$ cat config.mk
export PLATFORM = sky130hd
export DESIGN_NAME = pbb_angle_div
export DESIGN_NICKNAME = d
export VERILOG_FILES = /design/src/rtl/path_bounding_box_defines.svh /design/src/rtl/pbb_pkg.sv /design/src/rtl/pbb_angle_div.sv
export SDC_FILE = /design/constraint.sdc
export NUM_CORES = 1
export LEC_CHECK = 0
export BUFFER_PORTS_ARGS = -buffer_cell sky130_fd_sc_hd__buf_2
export CELL_PAD_IN_SITES_DETAIL_PLACEMENT = 1
export CELL_PAD_IN_SITES_GLOBAL_PLACEMENT = 2
export CORE_MARGIN = 1
export CORE_UTILIZATION = 34
export DETAILED_ROUTE_END_ITERATION = 12
export PLACE_DENSITY_LB_ADDON = 0.1
export SLEW_MARGIN = 20
export SYNTH_ARGS = -nofsm -noshare
export SYNTH_HDL_FRONTEND = slang
export SYNTH_SLANG_ARGS = --single-unit
$ cat constraint.sdc
create_clock -name clk -period 4.8 [get_ports clk]
set_input_delay 0.96 -clock clk [delete_from_list [all_inputs] [get_ports clk]]
set_output_delay 0.96 -clock clk [all_outputs]
set_load 0.02 [all_outputs]
$ cat src/rtl/path_bounding_box_defines.svh
// Assertion macros for the path bounding box block.
`ifndef PATH_BOUNDING_BOX_DEFINES_SVH
`define PATH_BOUNDING_BOX_DEFINES_SVH
`ifndef SYNTHESIS
`define PBB_ASSERT_IMP(label, clk, rst, a, b) \
  label: assert property (@(posedge clk) disable iff (rst) (a) |-> (b)) \
    else $error("path_bounding_box check failed");
`define PBB_ASSERT_NEXT(label, clk, rst, a, b) \
  label: assert property (@(posedge clk) disable iff (rst) (a) |=> (b)) \
    else $error("path_bounding_box check failed");
`else
`define PBB_ASSERT_IMP(label, clk, rst, a, b)
`define PBB_ASSERT_NEXT(label, clk, rst, a, b)
`endif
`endif

$ cat src/rtl/pbb_pkg.sv
// Shared constants, types and helper functions for the path bounding box block.
package pbb_pkg;
  localparam int COORD_WIDTH  = 32;
  localparam int CORDIC_STEPS = 16;
  localparam int STEP_W = (CORDIC_STEPS > 1) ? $clog2(CORDIC_STEPS) : 1;
  localparam int XW = 33;  // CORDIC vector, Q30 with headroom
  localparam int TW = 34;  // residual binary angle
  localparam longint DEG360_Q16 = 64'd23592960;
  localparam longint DEG180_Q16 = 64'd11796480;
  localparam longint ANGLE_BIAS = 128 * DEG360_Q16;
  localparam longint GAIN_LIMIT_Q30 = 64'd652032874;
  localparam longint GAIN_EXCESS_Q30 = 64'd434688583;
  localparam longint GAIN_INIT = GAIN_LIMIT_Q30 + (GAIN_EXCESS_Q30 >> (2 * CORDIC_STEPS));
  localparam int DIV_DIGITS = 12;  // 48-bit dividend, four quotient bits a cycle
  localparam int DIV_CNT_W = $clog2(DIV_DIGITS + 1);

  // Command kinds carried on the mode field.
  typedef enum logic [1:0] {
    MODE_MOVE  = 2'd0,
    MODE_LINE  = 2'd1,
    MODE_CURVE = 2'd2,
    MODE_ARC   = 2'd3
  } mode_t;

  typedef struct packed {
    logic                 neg;
    logic                 tag;
    logic signed [XW-1:0] x;
    logic signed [XW-1:0] y;
    logic signed [TW-1:0] t;
  } cordic_word_t;

  function automatic logic signed [TW-1:0] atan_turn(input logic [4:0] i);
    logic [31:0] v;
    unique case (i)
      5'd0: v = 32'h20000000;  5'd1: v = 32'h12E4051E;  5'd2: v = 32'h09FB385B;
      5'd3: v = 32'h051111D4;  5'd4: v = 32'h028B0D43;  5'd5: v = 32'h0145D7E1;
      5'd6: v = 32'h00A2F61E;  5'd7: v = 32'h00517C55;  5'd8: v = 32'h0028BE53;
      5'd9: v = 32'h00145F2F;  5'd10: v = 32'h000A2F98; 5'd11: v = 32'h000517CC;
      5'd12: v = 32'h00028BE6; 5'd13: v = 32'h000145F3; 5'd14: v = 32'h0000A2FA;
      5'd15: v = 32'h0000517D; 5'd16: v = 32'h000028BE; 5'd17: v = 32'h0000145F;
      5'd18: v = 32'h00000A30; 5'd19: v = 32'h00000518; 5'd20: v = 32'h0000028C;
      5'd21: v = 32'h00000146; 5'd22: v = 32'h000000A3; 5'd23: v = 32'h00000051;
      5'd24: v = 32'h00000029; 5'd25: v = 32'h00000014; 5'd26: v = 32'h0000000A;
      5'd27: v = 32'h00000005; 5'd28: v = 32'h00000003; 5'd29: v = 32'h00000001;
      5'd30: v = 32'h00000001; 5'd31: v = 32'h00000000;
      default: v = 32'h00000000;
    endcase
    return TW'(signed'({1'b0, v}));
  endfunction

  function automatic logic signed [COORD_WIDTH-1:0] sat_coord(input logic signed [63:0] v);
    logic signed [63:0] hi;
    logic signed [63:0] lo;
    hi = (64'sd1 <<< (COORD_WIDTH - 1)) - 64'sd1;
    lo = -hi - 64'sd1;
    if (v > hi) return COORD_WIDTH'(hi);
    else if (v < lo) return COORD_WIDTH'(lo);
    else return COORD_WIDTH'(v);
  endfunction

  function automatic logic signed [31:0] sat32(input logic signed [63:0] v);
    if (v > 64'sd2147483647) return 32'sh7FFFFFFF;
    else if (v < -64'sd2147483648) return 32'sh80000000;
    else return 32'(v);
  endfunction

  function automatic logic [30:0] sat_len(input logic signed [63:0] v);
    if (v > 64'sd2147483647) return 31'h7FFFFFFF;
    else if (v < 64'sd0) return 31'd0;
    else return 31'(v);
  endfunction
endpackage

$ cat src/rtl/pbb_angle_div.sv
// Degree to binary angle conversion: digit-serial divide by 45, four bits a cycle.
module pbb_angle_div (
  input  logic               clk,
  input  logic               rst,
  input  logic               start,
  input  logic signed [32:0] angle,
  output logic               done,
  output logic [31:0]        turn
);
  import pbb_pkg::*;

  logic                 busy;
  logic [DIV_CNT_W-1:0] cnt;
  logic [47:0]          dividend;
  logic [5:0]           rem;
  logic [5:0]           rem_next;
  logic [3:0]           qdig;
  logic [34:0]          biased;

  // Offset by whole turns so the dividend is positive; the low quotient bits hold.
  assign biased = 35'(angle) + 35'(ANGLE_BIAS);

  always_comb begin
    logic [6:0] r;
    r = {1'b0, rem};
    for (int k = 0; k < 4; k++) begin
      r = {r[5:0], dividend[47 - k]};
      if (r >= 7'd45) begin
        r = r - 7'd45;
        qdig[3 - k] = 1'b1;
      end else begin
        qdig[3 - k] = 1'b0;
      end
    end
    rem_next = r[5:0];
  end

  always_ff @(posedge clk) begin
    if (rst) begin
      busy <= 1'b0;
      done <= 1'b0;
      cnt  <= '0;
    end else begin
      done <= 1'b0;
      if (start) begin
        busy     <= 1'b1;
        cnt      <= '0;
        rem      <= '0;
        dividend <= {2'b00, biased[32:0], 13'd0};
      end else if (busy) begin
        rem      <= rem_next;
        dividend <= {dividend[43:0], 4'd0};
        turn     <= {turn[27:0], qdig};
        cnt      <= cnt + 1'b1;
        if (cnt == DIV_CNT_W'(DIV_DIGITS - 1)) begin
          busy <= 1'b0;
          done <= 1'b1;
        end
      end
    end
  end
endmodule

# After elaboration in Yosys (flattened, before gate mapping)
# Index checks and enable logic that the tools add are counted.
# op_classes
n_addsub,6
n_mul,0
div_mod_pow,0
n_lt_le_gt_ge,4
eq_ne,1
shifts,0
mux,15
bitwise_logic,3
n_reduce_logical,5
# op_table
op,n
$mux 48,1
$mux 46,1
$add 33x33->33 const B,1
$mux 6,5
$ge 7x6->1 const B,4
$sub 6x6->6 const B,4
$mux 1,8
$add 4x1->4 const B,1
$eq 4x4->1 const B,1
$not 1->1,3
$reduce_and 3->1,1
$reduce_or 3->1,1
$reduce_and 2->1,1
$reduce_bool 2->1,1
$reduce_or 2->1,1
# totals
register_bits,88
latchBits,0
mem_bits_rw,0
romBits,0
in_bits,36
output_inout_bits,33
wordCells,41
mem_count,0

# Logic depth before layout (Yosys ltp)
# depth
depth_word,9
depth_mapped,24
depth_no_buf,23

# Worst setup path before layout
# Ideal clock, no wire load.
# synth_timing
path_kind,reg-to-reg
from,register rem[0]
to,register rem[0] (data pin)
setup_time_ps,260
arrival_time_ps,4471
required_time_ps,4540
slack_ps,69
path_stages_with_launch,24
path_buffers,1
synth_period_minus_slack_ps,4731
cell_sequence,edfxtp_1 > buf_4 > inv_1 > ha_1 > or4_4 > nand4_2 > nand2_1 > inv_1 > ha_1 > nor2_1 > nand3_2 > a21boi_4 > o21ai_2 > xnor2_1 > ha_1 > o2111a_1 > a31o_1 > nor3_1 > a311oi_2 > inv_1 > ha_1 > nor4b_1 > o31a_4 > mux2_4
# synth_via
elab_chain_cells,9
elab_cells_between_ends,12
classes_between,add/sub: 3; order compare: 4; mux: 5
# synth_lines
element,line,text
"start, declared",pbb_angle_div.sv:15,logic [5:0] rem;
"start signal, assigned",pbb_angle_div.sv:51,rem <= rem_next;
$sub 6x6->6 or $ge 7x6->1 (tied branches),"pbb_angle_div.sv:29, pbb_angle_div.sv:28",
$mux 6 *,pbb_angle_div.sv:28,if (r >= 7'd45) begin
$sub 6x6->6 or $ge 7x6->1 (tied branches),"pbb_angle_div.sv:29, pbb_angle_div.sv:28",
$mux 6 *,pbb_angle_div.sv:28,
$sub 6x6->6 or $ge 7x6->1 (tied branches),"pbb_angle_div.sv:29, pbb_angle_div.sv:28",
$mux 6 *,pbb_angle_div.sv:28,
$ge 7x6->1 *,pbb_angle_div.sv:28,
$mux 6 *,pbb_angle_div.sv:28,
$mux 6 *,pbb_angle_div.sv:50,end else if (busy) begin
# Every way passes the cells marked *; elsewhere a longest branch is shown, timed or not. The select of a mux whose other input is x is not followed.
# A chain may end at the register's enable or synchronous reset.

# Worst setup path in the final report
# layout_timing
from,register dividend[47]
to,register rem[4] (data pin)
# layout_via
elab_chain_cells,9
elab_cells_between_ends,13
classes_between,add/sub: 4; order compare: 4; mux: 5
# layout_lines
element,line,text
"start, declared",pbb_angle_div.sv:14,logic [47:0] dividend;
"start signal, assigned",pbb_angle_div.sv:49,"dividend <= {2'b00, biased[32:0], 13'd0};"
"start signal, assigned",pbb_angle_div.sv:52,"dividend <= {dividend[43:0], 4'd0};"
$sub 6x6->6 or $ge 7x6->1 (tied branches),"pbb_angle_div.sv:29, pbb_angle_div.sv:28",
$mux 6 *,pbb_angle_div.sv:28,
$sub 6x6->6 or $ge 7x6->1 (tied branches),"pbb_angle_div.sv:29, pbb_angle_div.sv:28",
$mux 6 *,pbb_angle_div.sv:28,
$sub 6x6->6 or $ge 7x6->1 (tied branches),"pbb_angle_div.sv:29, pbb_angle_div.sv:28",
$mux 6 *,pbb_angle_div.sv:28,
$sub 6x6->6 or $ge 7x6->1 (tied branches),"pbb_angle_div.sv:29, pbb_angle_div.sv:28",
$mux 6 *,pbb_angle_div.sv:28,
$mux 6 *,pbb_angle_div.sv:50,
# Marked as above.

==> flow_summary_export.csv <==
group,metric,value,unit
cts,cts_max_path_buffers,2,
cells_and_area,layout.cells.non_filler,596,
cts,clock_tree.htree_level_count,3,
cts,clock_latency_reported_for_the_late_side_of_the_worst_skew_pair,0.34,ns
cells_and_area,num_antenna_cells,0,
worst_setup_path,buffers_and_inverters_on_the_worst_path,4,
placed_design,post_dp_cell_area,4870,um2
drt,vias,2993,
floorplanning,num_rows,40,
drt,wl_per_cell,16.0,um
global_route,first_pass_grt_wire_length,15400,um
worst_setup_path,cp_max_fo,5,
logic_synthesis,synth.ff_latch_count,79,
worst_setup_path,crit_path_cell_trace,"ha_1 -> or4_4 -> nand4_2 -> nand2_1 -> inv_1 -> ha_1 -> nor2_1 -> nand3_2 -> a21boi_4 -> o21ai_2 -> xnor2_2 -> ha_1 -> o2111a_2 -> a31o_1 -> nor3_1 -> a311oi_2 -> buf_4 -> inv_1 -> ha_1 -> nor4b_4 -> o31a_4 -> buf_4 -> o32ai_2",
worst_setup_path,cp.arrival,4.73,ns
status,status,"finished clean",
worst_setup_path,critical_path.reg2reg.endpoint,"rem[4]$_SDFFCE_PP0P_",
worst_setup_path,max_stage_delay,0.42,ns
timing,fmax,219,MHz
logic_synthesis,netlist-cell-type-count,75,
floorplanning,initial_core_utilization,35.1,%
cells_and_area,flow.area_growth_from_synthesis,23.5,%
worst_setup_path,cp_data_required_time,4.96,ns
worst_setup_path,timing.reg2reg.worst_path_depth,23,
drt,drt-pass1-iter-count,4,
cts,cts_inserted_buffers,9,
worst_setup_path,critical-path-top-delay-family,"compound AO/OA/AOI/OAI gates",
floorplanning,dieWidth,114,um
logic_synthesis,synth_sequential_area_ratio,54.6,%
logic_synthesis,postSynth.topFlopCell,"edfxtp_1",
timing,timing.final.crit_period,4.57,ns
drt,vias_per_cell,5.02,
timing,maxSlewHeadroom,60.6,%
drt,remaining_drc_errors,0,
drt,first_iter_violations,190,
timing,final-max-slew-violation-count,0,
placed_design,gp_congestion,0.799,
worst_setup_path,crit_path_top_delay_cell,"or4_4",
logic_synthesis,yosys.area.top_type_share,51.8,%
logic_synthesis,synth_area_leaders,"edfxtp_1 52%, mux2_2 7.7%, ha_1 3.0%",
logic_synthesis,syn_nets,381,
worst_hold_path,hold_depth,0,
floorplanning,design.die.area,12900,um2
timing,skew,0.00932,ns
floorplanning,core,12100,um2
global_route,grt_start_max_net_pins,53,
placed_design,place.port_buffers,68,
cts,clock_root_buffer_master,"clkbuf_16",
worst_hold_path,hold_path.startpoint,"turn[9]$_DFFE_PP_",
worst_hold_path,worst_hold_path_type,"reg -> reg",
logic_synthesis,syn_area_cell,12.6,um2
job,drv_cap,0,
floorplanning,fp.dieH,114,um
worst_setup_path,register_to_register_setup_slack,0.23,ns
logic_synthesis,synth_edf_count,73,
cells_and_area,nFillCells,1277,
timing,number_of_endpoints_failing_setup_at_the_final_stage,0,
worst_hold_path,hold_end,"turn[13]$_DFFE_PP_",
timing,timing.final.crit_share,95.2,%
worst_setup_path,cp_common_cell,"ha_1",
worst_setup_path,regToRegStartpoint,"dividend[47]$_SDFFCE_PP0P_",
global_route,total_track_usage,15.6,%
cells_and_area,layout.cell_area.non_filler,5230,um2
worst_setup_path,worstSetupPathType,"reg -> reg",
global_route,grt.overflow.total,0,
worst_setup_path,start_kind,"flip-flop",
logic_synthesis,synthesis.instances,335,
cts,cts-hold-fix-buffers,0,
worst_setup_path,critical_path_depth,23,
logic_synthesis,synthArstFlopShare,0,%
cts,cts_tree,"yes",
worst_setup_path,timing.critical_path.to_type,"flip-flop",
timing,worstMarginPinSlew,0.587,ns
drt,drt_wl_total,9540,um
floorplanning,top_level_ports,69,
drt,final_antenna_net_count,0,
logic_synthesis,yosysWarnings,0,
cts,numClockSinks,79,
cts,clkTransAtPathRegs,0.07,ns
global_route,antenna_violations_before_repair,0,
placed_design,detailed_place_hpwl,7080,um
placed_design,placed_cells_incl_taps,577,
logic_synthesis,synthesis.area,4240,um2
global_route,grt_pass1_vias,3092,
logic_synthesis,synthDominantAreaCellType,"edfxtp_1",
cells_and_area,nets,469,
timing,timing_hold_violations_final,0,
cells_and_area,drive_above_1_share,39.3,%
## worst reg2reg max path, delay by kind of cell (launching register included)
kind | cells | cell delay, ns
buffers and inverters | 4 | 0.49
xor gates and xnor gates | 1 | 0.18
adders and majority gates | 4 | 0.80
DFF | 1 | 0.40
and+or+nand+nor | 7 | 1.03
AOI/OAI and AO/OA | 7 | 1.49
## worst max-delay path by stage
stage	start	to	slack (ns)
floorplan	rem[0]$_SDFFCE_PP0P_	rem[0]$_SDFFCE_PP0P_	0.07
global placement	rem[0]$_SDFFCE_PP0P_	rem[0]$_SDFFCE_PP0P_	0.25
detailed placement	dividend[47]$_SDFFCE_PP0P_	rem[1]$_SDFFCE_PP0P_	0.03
CTS	dividend[47]$_SDFFCE_PP0P_	rem[0]$_SDFFCE_PP0P_	0.01
global route	dividend[47]$_SDFFCE_PP0P_	rem[4]$_SDFFCE_PP0P_	-0.02
finish	dividend[47]$_SDFFCE_PP0P_	rem[4]$_SDFFCE_PP0P_	0.23
## Yosys cell counts, drive strengths merged, types with 3 or more instances
master	instances
a21oi	12
o31ai	3
a31oi	6
a211oi	4
buf	8
o31a	3
nor2b	4
nor3	10
edfxtp	73
dfxtp	6
nand4	5
a21o	3
ha	10
and2	7
xor2	5
nor2	27
a22oi	3
or2	5
nand2	16
o211ai	4
a31o	3
mux2i	5
nand3	9
clkbuf	5
xnor2	7
o21ai	8
inv	14
mux2	31
## cells in the final DEF (no fill, tap or decap), drive strengths merged, types with 3 or more instances in the layout
cell type and count:
buf 90, edfxtp 73, mux2 31, nor2 27, inv 18, nand2 16, a21oi 12, ha 10
nor3 10, clkbuf 9, nand3 9, o21ai 8, and2 7, xnor2 7, dfxtp 6, a31oi 6
xor2 5, mux2i 5, nand4 5, or2 5, nor2b 4, o211ai 4, a211oi 4, a21o 3
a22oi 3, o31ai 3, a31o 3, o31a 3
## per-stage QoR
stage / utilization, % / setup slack [ns] / hold WS, ns / setup TNS, ns
2_1_floorplan: - / 0.0692 / 0.457 / 0
3_3_place_gp: 40.4 / 0.251 / 0.424 / 0
3_5_place_dp: 40.4 / 0.0308 / 0.430 / 0
4_1_cts: 43.0 / 0.0114 / 0.438 / 0
5_1_grt: 43.4 / -0.0217 / 0.442 / -0.0369
6_report: 43.4 / 0.230 / 0.434 / 0
## state kept, by name (all words and copies together) (netlist names)
register and count:
done 1, busy 1, turn 32, rem 6, cnt 4, dividend 35
## what timing repair did
item,4_1_cts,5_1_grt
resized for setup,0,4
endpoints found under the hold margin,0,0
setup buffers,0,3
endpoints found under the setup margin,0,5
## final cells by class
class	count	area, um2	area share (%)
tap	168	210	4.02
clock inverter	7	86.3	1.65
multi-input combinational	229	1840	35.2
sequential	79	2310	44.2
inverter	14	52.6	1.00
timing repair buffer	90	505	9.66
clock buffer	9	225	4.31
## cell families (layout without fill, tap and decap cells)
kind of cell,count (synthesis),after routing,synth area share (%)
mux,36,36,9.60
compound gates,74,74,15.0
fa+ha+maj,10,10,2.95
simple gates,97,97,12.5
xor+xnor,12,12,2.48
flops,79,79,54.6
buf+inv,27,120,2.84
## metal layers
metal	global-route usage, %	routed length, um	vias up
met1	18.7	4280	1466
li1	-	-	1461
met3	4.46	376	10
met4	5.53	118	0
met2	26.7	4760	56
met5	0	0	-
Power is left out: the tool's default activity adds up to more than one toggle a clock period on the data nets, which glitch-free logic cannot reach.
